==> src/sv/ltis_pkg.sv <==
// ----------------------------------------------------------------------------
// ltis_pkg: shared types and constants for the layout token indent stack
// Holds the request and result words that travel between the front part,
// the back part and the result queue, plus the stack sizing constants.
// ----------------------------------------------------------------------------
package ltis_pkg;

  // stack sizing
  localparam int STACK_DEPTH = 256;
  localparam int CNT_W       = $clog2(STACK_DEPTH + 1);
  localparam int ADDR_W      = $clog2(STACK_DEPTH);

  // column and paren depth widths
  localparam int COL_W   = 15;
  localparam int PAREN_W = 8;
  localparam logic [COL_W-1:0]   COL_MAX   = {COL_W{1'b1}};
  localparam logic [PAREN_W-1:0] PAREN_MAX = {PAREN_W{1'b1}};

  // mask bit positions
  localparam int MB_OPEN   = 0;
  localparam int MB_END    = 1;
  localparam int MB_CLOSE  = 2;
  localparam int MB_POPEN  = 3;
  localparam int MB_PCLOSE = 4;
  localparam int MB_LET    = 5;
  localparam logic [5:0] MASK_ALL = 6'h3F;

  // token kinds
  typedef enum logic [2:0] {
    KIND_OPEN   = 3'd0,
    KIND_END    = 3'd1,
    KIND_CLOSE  = 3'd2,
    KIND_POPEN  = 3'd3,
    KIND_PCLOSE = 3'd4,
    KIND_LET    = 3'd5
  } ltis_kind_t;

  // one stack entry
  typedef struct packed {
    logic [PAREN_W-1:0] pdepth;
    logic               is_let;
    logic [COL_W-1:0]   col;
  } ltis_entry_t;

  // classified request word
  typedef struct packed {
    logic [5:0]       mask;
    logic [COL_W-1:0] col;
    logic             col_zero;
    logic             nl;
    logic             eof;
    logic             ch_lparen;
    logic             ch_rparen;
    logic             ch_bar_plus;
    logic             in_kw;
  } ltis_req_t;

  // result word
  typedef struct packed {
    logic       emitted;
    logic [2:0] kind;
    logic       dropped;
  } ltis_res_t;

endpackage

==> src/sv/ltis_front.sv <==
// ----------------------------------------------------------------------------
// ltis_front: request intake and classification
// Clamps the column, reduces the boundary characters to a few flags and
// holds the classified words in a two-entry queue for the back part.
// ----------------------------------------------------------------------------
module ltis_front (
  input  logic              clk,
  input  logic              rst_n,
  input  logic              push,
  input  logic [5:0]        in_valid_mask,
  input  logic [15:0]       in_next_column,
  input  logic [7:0]        in_next_char,
  input  logic [7:0]        in_second_char,
  input  logic [7:0]        in_third_char,
  input  logic              in_crossed_newline,
  input  logic              in_end_of_input,
  output logic              full,
  output logic              req_valid,
  input  logic              req_take,
  output ltis_pkg::ltis_req_t req
);

  localparam logic [7:0] CH_LPAREN = 8'h28;
  localparam logic [7:0] CH_RPAREN = 8'h29;
  localparam logic [7:0] CH_BAR    = 8'h7C;
  localparam logic [7:0] CH_PLUS   = 8'h2B;
  localparam logic [7:0] CH_I      = 8'h69;
  localparam logic [7:0] CH_N      = 8'h6E;

  function automatic logic is_ident(input logic [7:0] ch);
    return (ch inside {[8'h61:8'h7A], [8'h41:8'h5A], [8'h30:8'h39]}) ||
           ch == 8'h5F || ch == 8'h27;
  endfunction

  ltis_pkg::ltis_req_t cls;
  ltis_pkg::ltis_req_t ent_r [2];
  logic                wr_ptr_r, rd_ptr_r;
  logic [1:0]          cnt_r, cnt_nxt;
  logic                wr_en;

  // classify the incoming word
  always_comb begin
    cls.mask        = in_valid_mask;
    cls.col         = in_next_column[15] ? ltis_pkg::COL_MAX
                                         : in_next_column[ltis_pkg::COL_W-1:0];
    cls.col_zero    = (in_next_column == 16'd0);
    cls.nl          = in_crossed_newline;
    cls.eof         = in_end_of_input;
    cls.ch_lparen   = (in_next_char == CH_LPAREN);
    cls.ch_rparen   = (in_next_char == CH_RPAREN);
    cls.ch_bar_plus = (in_next_char == CH_BAR) || (in_next_char == CH_PLUS);
    cls.in_kw       = (in_next_char == CH_I) && (in_second_char == CH_N) &&
                      !is_ident(in_third_char);
  end

  // queue control
  assign full      = (cnt_r == 2'd2);
  assign req_valid = (cnt_r != 2'd0);
  assign req       = ent_r[rd_ptr_r];
  assign wr_en     = push && !full;

  always_comb begin
    cnt_nxt = cnt_r;
    if (wr_en && !req_take) cnt_nxt = cnt_r + 2'd1;
    else if (!wr_en && req_take) cnt_nxt = cnt_r - 2'd1;
  end

  always_ff @(posedge clk) begin
    if (!rst_n) begin
      cnt_r    <= 2'd0;
      wr_ptr_r <= 1'b0;
      rd_ptr_r <= 1'b0;
    end else begin
      cnt_r <= cnt_nxt;
      if (wr_en) wr_ptr_r <= ~wr_ptr_r;
      if (req_take) rd_ptr_r <= ~rd_ptr_r;
    end
  end

  // queue storage
  always_ff @(posedge clk) begin
    if (wr_en) ent_r[wr_ptr_r] <= cls;
  end

endmodule

==> config.mk <==
export PLATFORM = sky130hd
export DESIGN_NAME = ltis_front
export DESIGN_NICKNAME = d
export VERILOG_FILES = /design/src/sv/ltis_pkg.sv /design/src/sv/ltis_front.sv
export SDC_FILE = /design/constraint.sdc
export NUM_CORES = 1
export LEC_CHECK = 0
export BUFFER_PORTS_ARGS = -buffer_cell sky130_fd_sc_hd__buf_2
export CAP_MARGIN = 10
export CORE_MARGIN = 5
export CORE_UTILIZATION = 28
export DETAILED_ROUTE_END_ITERATION = 12
export SYNTH_ARGS = -nofsm -noshare
export SYNTH_HDL_FRONTEND = slang
export SYNTH_SLANG_ARGS = --single-unit
==> constraint.sdc <==
create_clock -name clk -period 5.8 [get_ports clk]
set_clock_uncertainty 0.05 [all_clocks]
set_input_delay 0.87 -clock clk [delete_from_list [all_inputs] [get_ports clk]]
set_output_delay 0.87 -clock clk [all_outputs]
set_load 0.02 [all_outputs]
# --- Yosys cells after proc, flatten, opt, wreduce, memory -nomap -nowiden ---
# Memory sizes are Yosys's and may differ from the RTL's. A register that Yosys moved wholly into a read port is not among the register bits.
# Index checks and enable logic that the tools add are counted.
classes:
  n_addsub: 2
  n_eq_ne: 9
  n_reduce_logical: 19
  muxes: 7
  magnitude_cmp: 6
  bitwise: 2
op_table:
  columns: ["op", "n"]
  rows:
  - ["8-bit by 6-bit equality test with 1-bit output (second input constant)", 4]
  - ["8-bit by 7-bit equality test with 1-bit output (second input constant)", 4]
  - ["8-bit by 7-bit >= comparator with 1-bit output (second input constant)", 2]
  - ["8-bit by 7-bit <= comparator with 1-bit output (second input constant)", 2]
  - ["16-bit logical NOT", 1]
  - ["15-bit 2-to-1 mux", 1]
  - ["8-bit by 6-bit >= comparator with 1-bit output (second input constant)", 1]
  - ["8-bit by 6-bit <= comparator with 1-bit output (second input constant)", 1]
  - ["1-bit logical AND", 8]
  - ["1-bit logical NOT", 4]
  - ["1-bit 2-to-1 mux", 4]
  - ["2-bit 2-to-1 mux", 2]
  - ["2-bit nonzero test", 2]
  - ["1-bit logical OR", 3]
  - ["3-bit nonzero test", 1]
  - ["2-bit by 1-bit adder with 2-bit output (second input constant)", 1]
  - ["2-bit equality test (second input constant)", 1]
  - ["1-bit inverter", 2]
  - ["2-bit by 1-bit subtractor with 2-bit output (second input constant)", 1]
totals:
  n_memories: 1
  reg_bits: 4
  input_bits: 52
  ram_bits: 56
  output_inout_bits: 30
  elab_cells: 49
memory_table:
  columns: ["name", "words", "word_bits", "rd", "rd_ports_with_merged_regs", "write_ports", "line", "source"]
  rows:
  - ["ent_r", 2, 28, 1, 1, 1, "ltis_front.sv:36", "ltis_pkg::ltis_req_t ent_r [2];"]

# --- Logic depth before layout (Yosys ltp) ---
depth:
  word_depth: 7
  depth_mapped: 7
  mapped_depth_nobuf: 7

# --- Worst setup path after synthesis ---
# No wires, ideal clock.
synth_timing:
  path_type: "in2reg"
  startpoint: "input port push"
  endpoint: "memory ent_r[0][0] (netlist bit) (enable)"
  cell_stages: 2
  slack_ps: 3189
  setup_ps: 413
  arrival_ps: 2148
  n_path_buf: 0
  required_time_ps: 5337
  cell_sequence: "nand2_1 > nor2_1"
synth_between:
  elab_chain_cells: 3
synth_rtl:
  columns: ["item", "line", "source"]
  rows:
  - ["from (decl)", "ltis_front.sv:9", "input logic push,"]
  - ["1-bit logical AND", "ltis_front.sv:60", "assign wr_en = push && !full;"]
  - ["1-bit 2-to-1 mux", "ltis_front.sv:82", "if (wr_en) ent_r[wr_ptr_r] <= cls;"]
  - ["1-bit 2-to-1 mux (not written as such)", "ltis_front.sv:82", null]
  - ["to (decl)", "ltis_front.sv:36", null]
# Every way passes these cells.

==> results.toml <==
[outcome]
status = "finished clean"

[synthesis]
synth_top_area_cell = "edfxtp_1"
yosys_register_bits = 61
syn-num-nets = 210
ys_types = 34
synth_cells = 157
ys_warn_count = 0
avgSynthCellArea_um2 = 16.1
synth_top_area_frac = 0.664
synth.area.top_cells = "edfxtp_1 (66%), mux2_2 (12%), dfxtp_1 (4.0%)"
syn-cell-area_um2 = 2530
synth-seq-area-share = 0.704

[timing]
drv_slew = 0
hold_viol = 0
slew_headroom = 0.431
fmax_mhz = 354
holdWs_ns = 0.465
tns_ns = 0
post-route-min-period_ns = 2.82
setup_viol = 0
rsz0062_at_grt = "no"
fin_crit_sh = 0.487
tightest_slew_ns = 0.852

[power]
power_switching_uw = 285
p_per_area_nw_per_um2 = 348
p_leak_uw = 0.00125
power.share.clock = 0.339
p_comb_frac = 0.178
vdd_drop_max_mv = 0.161
pwr-share-seq = 0.484
p_sw_frac = 0.250
internal-power_uw = 857

[clock_network]
clockBufferDepth = 2
path_clk_slew_ns = 0.06
cts.root.buffer_cell = "clkbuf_8"
h-tree-depth = 3
post-cts-setup-buffers = 0
worstSkewPairLatency_ns = 0.33
cts_resized = 0
cts_buffers = 9
cts.sinks = 61
cts_hold_buf = 0
cts_tree = "done"

[route]
routed_wl_mm = 5.18
drt_iter0_drc = 20
drcViolationCount = 0
avgRoutedWirePerCell_um = 14.4
ant_nets = 0
dr_total_vias = 1624
viasPerCell = 4.51
drtPass1Iterations = 3

[worst_setup_path]
cp_max_fo = 17
critPathLaunchType = "flop"
r2r_cells = 3
required_ns = 4.88
path_class = "flop to output port"
critPathCaptureType = "output port"
cp.arrival_ns = 1.90

[run]
drv_cap = 0

[layout]
regArea_um2 = 1780
num_antenna_cells = 0
layout_commonest_cell = "buf_2"
drive_above_1_share = 0.560
nFillCells = 864
areaGrowthSynthToFinish_pct = 29.4
final_cell_mix = "buf_2 (81), edfxtp_1 (56), mux2_2 (28)"
multi_input_area_um2 = 723
nets = 300

[floorplan]
die_area_um2 = 11000
dieHeight_um = 105
pin_count = 82
die_x_um = 105
core_area_um2 = 8760
start_util = 0.289
row_count = 34

[global_routing]
grt_pass1_vias = 1792
overflow = 0
grt_pass1_wl_mm = 8.30
grt_use_total = 0.0956
grt_start_max_net_pins = 29
antenna_found_initial = 0

[worst_hold_path]
worstHoldPathCells = 2
hold_path_class = "flop to flop"

[placed_design]
io_buffers = 81
routabilityCongestion = 0.670
place_hpwl_mm = 3.77
-- cell usage after synthesis, drive strengths merged --
library cell,n
nor4,5
nor2,5
a22oi,1
and2,4
and3,1
or3,1
edfxtp,56
mux2,28
nor4b,1
ha,1
xnor2,2
nand2,3
inv,3
nor4bb,1
a21oi,2
nand2b,1
dfxtp,5
buf,3
a31oi,1
a21boi,1
nand4b,3
xor2,2
nand3,1
or2,16
and4,1
nand3b,1
o21ai,1
nor3,2
a21o,1
nand4,1
clkbuf,1
nand4bb,1
o311a,1
-- flip-flops by register name, indices dropped and copies added, names as in the netlist, named ones only --
register,count
cnt_r,2
ent_r,56
rd_ptr_r,1
wr_ptr_r,1
-- cell type report --
| class | count | share of cell area |
|---|---|---|
| Sequential cell | 61 | 0.544 |
| Multi-Input combinational cell | 89 | 0.221 |
| Timing Repair Buffer | 83 | 0.128 |
| Tap cell | 108 | 0.0412 |
| Clock buffer | 10 | 0.0389 |
| Clock inverter | 6 | 0.0237 |
| Inverter | 3 | 0.00344 |
-- cell families (layout without fill, tap and decap cells) --
| family | after synthesis | count (layout) | share of synthesized area |
|---|---|---|---|
| buffers and inverters | 7 | 102 | 0.0138 |
| muxes | 28 | 28 | 0.125 |
| adders and majority gates | 1 | 1 | 0.00494 |
| and+or+nand+nor | 48 | 48 | 0.118 |
| xor gates and xnor gates | 4 | 4 | 0.0138 |
| DFF | 61 | 61 | 0.704 |
| AOI/OAI and AO/OA | 8 | 8 | 0.0212 |
-- per-stage QoR --
step	power, uW	setup WS (ns)	instance area [um2]	cells	util
CTS	1170	2.90	3280	360	0.374
global placement	767	3.34	3070	344	0.351
detailed placement	771	3.28	3070	344	0.351
global route	1200	2.86	3280	360	0.374
finish	1140	2.98	3280	360	0.374
floorplan	690	3.19	2530	157	-
-- routing by layer --
metal	global-route usage	share of wire	up-vias
met2	0.158	0.50	62
met1	0.107	0.40	776
met3	0.0499	0.096	5
met5	0	0	-
li1	-	-	781
met4	0.0301	0.0081	0
-- worst paths after layout --
check,slack [ns],endpoint,startpoint
worst max-delay path,2.98,req[15],flop
worst min-delay path,0.46,cnt_r[1],cnt_r[1]
worst max register to register,3.99,ent_r[0][10],cnt_r[0]
worst min register to register,0.46,cnt_r[1],cnt_r[1]
-- power groups by stage --
| stage | combinational [uW] | clock [uW] | sequential (uW) |
|---|---|---|---|
| 4_1_cts | 209 | 403 | 554 |
| 3_5_place_dp | 208 | 0 | 563 |
| 2_1_floorplan | 135 | 0 | 555 |
| 5_1_grt | 223 | 420 | 557 |
| 3_3_place_gp | 206 | 0 | 561 |
| 6_report | 203 | 387 | 552 |
-- critical path, stage by stage, from the launching register on --
cell     delay [ns]
dfxtp_1        0.67
buf_4          0.36
mux2_2         0.37
buf_2          0.16
Power figures use the tool's default switching activity.
