`src/sv/ltis_pkg.sv`:
```
// ----------------------------------------------------------------------------
// ltis_pkg: shared types and constants for the layout token indent stack
// Holds the request and result words that travel between the front part,
// the back part and the result queue, plus the stack sizing constants.
// ----------------------------------------------------------------------------
package ltis_pkg;

  // stack sizing
  localparam int STACK_DEPTH = 256;
  localparam int CNT_W       = $clog2(STACK_DEPTH + 1);
  localparam int ADDR_W      = $clog2(STACK_DEPTH);

  // column and paren depth widths
  localparam int COL_W   = 15;
  localparam int PAREN_W = 8;
  localparam logic [COL_W-1:0]   COL_MAX   = {COL_W{1'b1}};
  localparam logic [PAREN_W-1:0] PAREN_MAX = {PAREN_W{1'b1}};

  // mask bit positions
  localparam int MB_OPEN   = 0;
  localparam int MB_END    = 1;
  localparam int MB_CLOSE  = 2;
  localparam int MB_POPEN  = 3;
  localparam int MB_PCLOSE = 4;
  localparam int MB_LET    = 5;
  localparam logic [5:0] MASK_ALL = 6'h3F;

  // token kinds
  typedef enum logic [2:0] {
    KIND_OPEN   = 3'd0,
    KIND_END    = 3'd1,
    KIND_CLOSE  = 3'd2,
    KIND_POPEN  = 3'd3,
    KIND_PCLOSE = 3'd4,
    KIND_LET    = 3'd5
  } ltis_kind_t;

  // one stack entry
  typedef struct packed {
    logic [PAREN_W-1:0] pdepth;
    logic               is_let;
    logic [COL_W-1:0]   col;
  } ltis_entry_t;

  // classified request word
  typedef struct packed {
    logic [5:0]       mask;
    logic [COL_W-1:0] col;
    logic             col_zero;
    logic             nl;
    logic             eof;
    logic             ch_lparen;
    logic             ch_rparen;
    logic             ch_bar_plus;
    logic             in_kw;
  } ltis_req_t;

  // result word
  typedef struct packed {
    logic       emitted;
    logic [2:0] kind;
    logic       dropped;
  } ltis_res_t;

endpackage

```
`src/sv/ltis_res_q.sv`:
```
// ----------------------------------------------------------------------------
// ltis_res_q: result queue
// Two-entry queue that holds finished result words until they are popped,
// so the back part keeps working while the consumer stalls.
// ----------------------------------------------------------------------------
module ltis_res_q (
  input  logic                clk,
  input  logic                rst_n,
  input  logic                wr_en,
  input  ltis_pkg::ltis_res_t wr_data,
  output logic                q_full,
  input  logic                pop,
  output logic                empty,
  output ltis_pkg::ltis_res_t head
);

  ltis_pkg::ltis_res_t ent_r [2];
  logic                wr_ptr_r, rd_ptr_r, rd_en;
  logic [1:0]          cnt_r, cnt_nxt;

  assign q_full = (cnt_r == 2'd2);
  assign empty  = (cnt_r == 2'd0);
  assign head   = ent_r[rd_ptr_r];
  assign rd_en  = pop && !empty;

  // occupancy
  always_comb begin
    cnt_nxt = cnt_r;
    if (wr_en && !rd_en) cnt_nxt = cnt_r + 2'd1;
    else if (!wr_en && rd_en) cnt_nxt = cnt_r - 2'd1;
  end

  always_ff @(posedge clk) begin
    if (!rst_n) begin
      cnt_r    <= 2'd0;
      wr_ptr_r <= 1'b0;
      rd_ptr_r <= 1'b0;
    end else begin
      cnt_r <= cnt_nxt;
      if (wr_en) wr_ptr_r <= ~wr_ptr_r;
      if (rd_en) rd_ptr_r <= ~rd_ptr_r;
    end
  end

  // storage
  always_ff @(posedge clk) begin
    if (wr_en) ent_r[wr_ptr_r] <= wr_data;
  end

endmodule

```
`config.mk`:
```
export PLATFORM = sky130hd
export DESIGN_NAME = ltis_res_q
export DESIGN_NICKNAME = d
export VERILOG_FILES = /design/src/sv/ltis_pkg.sv /design/src/sv/ltis_res_q.sv
export SDC_FILE = /design/constraint.sdc
export NUM_CORES = 1
export LEC_CHECK = 0
export BUFFER_PORTS_ARGS = -buffer_cell sky130_fd_sc_hd__buf_2
export CAP_MARGIN = 10
export CORE_AREA = 8 8 46 48
export CTS_CLUSTER_SIZE = 30
export DETAILED_ROUTE_END_ITERATION = 8
export DIE_AREA = 0 0 54 56
export GPL_TIMING_DRIVEN = 0
export HOLD_SLACK_MARGIN = 0.1
export PLACE_DENSITY_LB_ADDON = 0.08
export SETUP_SLACK_MARGIN = 0.05
export SYNTH_ARGS = -nofsm -noshare
export SYNTH_HDL_FRONTEND = slang
export SYNTH_SLANG_ARGS = --single-unit
export TNS_END_PERCENT = 30
```
`constraint.sdc`:
```
create_clock -name clk -period 1.3 [get_ports clk]
set_input_delay 0.13 -clock clk [delete_from_list [all_inputs] [get_ports clk]]
set_output_delay 0.13 -clock clk [all_outputs]
set_load 0.02 [all_outputs]
```
Word level (Yosys, flattened, before mapping)
Memory sizes are Yosys's and may differ from the RTL's. A register that Yosys moved wholly into a read port is not among the register bits.
Index checks and enable logic that the tools add are counted.
{ "word_totals": {"register_bits": 4, "mem_count": 1, "output_inout_bits": 7, "ram_bits": 10, "elab_cells": 23, "in_bits": 9} }
{ "classes": {"mux": 6, "bitwise_logic": 2, "eq_ne": 1, "n_addsub": 2, "n_reduce_logical": 8} }
{ "mem_list": {"columns": ["name", "depth", "width", "rd", "rd_clocked_by_memory_dff", "wr", "line_no", "source"], "rows": [
  ["ent_r", 2, 5, 1, 1, 1, "ltis_res_q.sv:17", "ltis_pkg::ltis_res_t ent_r [2];"]
]} }
{ "ops": {"columns": ["cell", "n"], "rows": [
  ["$mux 1", 4],
  ["$mux 2", 2],
  ["$logic_and 1x1->1", 3],
  ["$logic_not 1->1", 3],
  ["$add 2x1->2 const B", 1],
  ["$eq 2x2->1 const B", 1],
  ["$logic_not 2->1", 1],
  ["$not 1->1", 2],
  ["$reduce_bool 2->1", 1],
  ["$sub 2x1->2 const B", 1]
]} }

Longest topological paths before layout
{ "logic_depth": {"depth_word": 6, "ltp_mapped": 5} }

Worst setup path after synthesis
Ideal clock, no wire load.
{ "synth_timing": {"kind": "register -> register", "from": "register cnt_r[0]", "to": "register cnt_r[1]", "setup_slack_ns": -0.029, "required_time_ns": 1.230, "arrival_ns": 1.259, "synth_period_minus_slack_ns": 1.329, "stages_incl_launch_ff": 5, "setup_time_ns": 0.070, "cell_sequence": "dfxtp_1 > o21ai_1 > ha_1 > or3_1 > a21boi_1"} }
{ "synth_via": {"elab_chain_cells": 6, "elab_cells_between_ends": 11, "classes_between": "add/sub: 2; mux: 2; reduce/logical: 7"} }
{ "synth_rtl": {"columns": ["element", "line_no", "source"], "rows": [
  ["from (decl)", "ltis_res_q.sv:19", "logic [1:0] cnt_r, cnt_nxt;"],
  ["from (signal assigned)", "ltis_res_q.sv:39", "cnt_r <= cnt_nxt;"],
  ["parallel branches: the longest is 6 deep, another holds $sub 2x1->2", null, null]
]} }
Parallel ways; which one is timed is not known. The select of a mux whose other input is x is not followed.
A chain may end at the register's enable or synchronous reset.

==> flow_results.org <==
** Yosys
- For this run, the register share of the synthesized area comes to 69.7%.
- Cell Area, Synth :: 574 um2
- In this run, synthesis produced a sequential element count of 15.
- The netlist uses 14 different library cells.
- Post-Syn Nets :: 47
- Cell count after synthesis :: 37
- During synthesis, Yosys emitted a total of 0 warnings.
- A synthesized cell averages 15.5 um2.

** Setup path
- At the worst endpoint, the arrival time is 1150 ps.
- The critical path goes through mux2_2 > buf_6.
- Nature of the critical path startpoint :: flip-flop
- End of the worst register-to-register path :: cnt_r[1]
- Crit-path leading delay family :: flip-flops
- On the worst path, the slowest cell contributes a delay of 400 ps.
- Critical Setup Path Class :: reg2out
- Sort of element at the end of the critical path :: output pin
- Among all stages on the critical path, the largest delay is contributed by sky130_fd_sc_hd__dfxtp_4.
- The startpoint identified for the worst register-to-register timing path is cnt_r[1].
- The number of buffers and inverters on the critical path is 1.
- Data required time at the worst endpoint :: 1170 ps
- Biggest fanout along the worst timing path :: 5
- R2r worst-path depth :: 4
- For flop-to-flop paths, the worst setup slack is 20 ps.

** STA
- The final critical path takes up 98.7% of the cycle.
- Static timing analysis puts the maximum clock frequency at 779 MHz.
- The final number of max-transition violations came to 0.
- Final hold vios :: 0
- Setup repair after global routing could not meet its margin everywhere.
- The worst pin sits at a relative slew slack of 65.3%.
- Setup TNS Final :: 0 ps
- Worst slack on hold paths :: 241 ps
- Setup violations remaining at the end of the flow were counted as 0.
- Slew at the pin closest to its max-slew limit :: 520 ps
- Minimum period implied by the final worst setup slack :: 1280 ps
- Final setup skew :: 4.08 ps

** Floorplanning
- Once the floorplan was initialized, standard cells occupied 40.0% of the core.
- Total Die Area :: 3020 um2
- Chip width :: 54 um
- In this run the core area contains 14 standard-cell rows.
- Core area :: 1440 um2
- 16 I/O pins were placed.
- From bottom edge to top edge, the die measures 56 um.

** Hold path
- Type of the most critical hold path :: in2reg
- Hold endpoint :: wr_ptr_r
- The startpoint identified for the worst hold timing path is wr_en.
- Worst Hold Depth :: 3

** Routing
- After detailed routing, the average wire length per cell comes to 12.8 um.
- The detail route stage leaves a number of antenna-violating nets equal to 0.
- DR pass1 iterations :: 1
- Drt total wl :: 1050 um
- Via count :: 386
- After the first detailed-routing iteration, the DRC count stood at 0.
- For this run, design rule violations remaining after detail routing come to 0.
- After detailed routing, the number of vias per cell comes to 4.71.

** CTS
- Counting along the longest clock path gives a buffer depth of 2.
- Clock tree from TritonCTS :: built
- Clock transition at the registers of the reported paths :: 80 ps
- In this run the clock root is driven by a sky130_fd_sc_hd__clkbuf_4.
- Counting the buffers created by CTS gives 3.
- The clock reaches the later pin of the worst-skew pair after 280 ps.
- CTS saw 15 sinks.
- CTS built an H-tree with a depth of 1.

** Placement
- Total placed cells including tap cells :: 68
- The congestion estimate from routability-driven global placement came to 0.613.
- In this run the tool buffered the top-level ports with 15 buffer cells.
- Summed over all nets, the half-perimeter wirelength after detailed placement is 780 um.

** Flow run
- Max_cap viols :: 0

** GRT
- Wire length of the first global-routing pass :: 1850 um
- Global routing finished with a remaining overflow of 0.
- Maximum number of pins on one net before global-route repair :: 9
- All-layer global routing usage :: 8.30%
- Number of antenna violations at the first check in global routing :: 0
- The number of global-route vias before repair is 446.

** Power
- After layout, the design draws a total of 1610 uW.
- Static leakage power :: 0.000347 uW
- Highest ir drop seen on vdd :: 0.00116 V
- Power density relative to cell area :: 1860 nW/um2

** Final layout
- Excluding fillers, the count of instances in the completed layout stands at 82.
- Fraction of the core area covered by cells at the end of the flow :: 60.2%
- Signed area change from the synthesized netlist to the final layout :: 50.5%
- Fraction of final layout cells with drive strength greater than 1 :: 48.5%
- The repair_antennas step left the layout with diodes totalling 0.
- The final layout contains 77 nets.

** Run status
- The flow ran to the end, and the final reports show no timing, DRC or antenna violations.
==> tightest hold or removal path, delay by kind of cell <==
kind | cells | cell delay (ps)
AO/OA/AOI/OAI | 1 | 160
AND/OR/NAND/NOR | 1 | 60
buffers and inverters | 1 | 130
==> placed cells by master (no fill, tap or decap), types with 2 or more instances in the layout <==
master	Yosys	routed
sky130_fd_sc_hd__and2_1	4	4
sky130_fd_sc_hd__buf_2	0	10
sky130_fd_sc_hd__buf_4	0	4
sky130_fd_sc_hd__buf_6	0	5
sky130_fd_sc_hd__clkbuf_4	0	3
sky130_fd_sc_hd__dfxtp_1	5	2
sky130_fd_sc_hd__dfxtp_4	0	2
sky130_fd_sc_hd__dlygate4sd3_1	0	6
sky130_fd_sc_hd__edfxtp_1	10	10
sky130_fd_sc_hd__mux2_4	0	4
sky130_fd_sc_hd__nor2b_1	3	3
sky130_fd_sc_hd__xnor2_1	2	2
==> per-layer routing <==
metal  GRT usage, %  wire length (um)
met1           7.62               362
met2           13.8               572
met3           4.81                98
met4           4.23                13
met5              0                 0
==> flip-flops by register name, summed over array words and instances (netlist names), named ones only <==
| name | cells |
|---|---|
| wr_ptr_r | 1 |
| cnt_r | 2 |
| rd_ptr_r | 1 |
| ent_r | 10 |
==> cell type report <==
type                            instances  area, um2
Clock buffer                            4       26.3
Tap cell                               16       20.0
Multi-Input combinational cell         22        213
Timing Repair Buffer                   25        196
Sequential cell                        15        409
Fill cell                             126        572
==> worst max-delay path by stage <==
stage | slack (ps) | end | cells after the start
after floorplan | 20 | cnt_r[1] | 4
after global placement | -2 | cnt_r[1] | 4
after global routing | -40 | cnt_r[1] | 4
after CTS | 20 | head[2] | 2
final | 20 | head[3] | 2
after detailed placement | -60 | cnt_r[1] | 4
==> cells in the mapped netlist <==
master / count / share of area, %
sky130_fd_sc_hd__a21boi_1: 1 / 1.3
sky130_fd_sc_hd__and2_1: 4 / 4.4
sky130_fd_sc_hd__dfxtp_1: 5 / 17
sky130_fd_sc_hd__edfxtp_1: 10 / 52
sky130_fd_sc_hd__ha_1: 1 / 2.2
sky130_fd_sc_hd__mux2_2: 5 / 9.8
sky130_fd_sc_hd__nor2_1: 1 / 0.65
sky130_fd_sc_hd__nor2b_1: 3 / 3.3
sky130_fd_sc_hd__o21a_1: 1 / 1.3
sky130_fd_sc_hd__o21ai_0: 1 / 0.87
sky130_fd_sc_hd__o21ai_1: 1 / 0.87
sky130_fd_sc_hd__or3_1: 1 / 1.1
sky130_fd_sc_hd__xnor2_1: 2 / 3.1
sky130_fd_sc_hd__xor2_1: 1 / 1.5
==> metrics by stage <==
step / setup WS [ps] / area [um2]
finish: 16.3 / 865
global route: -43.4 / 865
CTS: 17.9 / 842
detailed placement: -55.4 / 674
global placement: -2.44 / 674
floorplan: 23.6 / 579
==> cell families after synthesis <==
kind of cell             synth area share, %
adder cells (fa/ha/maj)                 2.18
XOR/XNOR                                4.58
AND/OR/NAND/NOR                         9.37
multiplexers                            9.80
AO/OA/AOI/OAI                           4.36
flip-flops                              69.7
==> what timing repair did <==
action	CTS	global route
pin swaps	3	1
endpoints found under the hold margin	12	0
setup endpoints to repair	6	7
setup buffers	3	1
hold buffers	6	0
resized for setup	16	4
==> power breakdown <==
part / leakage, uW / internal, uW / total [uW] / switching, uW
clock: 0.0000150 / 119 / 253 / 134
combinational: 0.000195 / 380 / 662 / 281
sequential: 0.000137 / 609 / 693 / 84.2
Note: power is estimated with default switching activity, not from simulation.
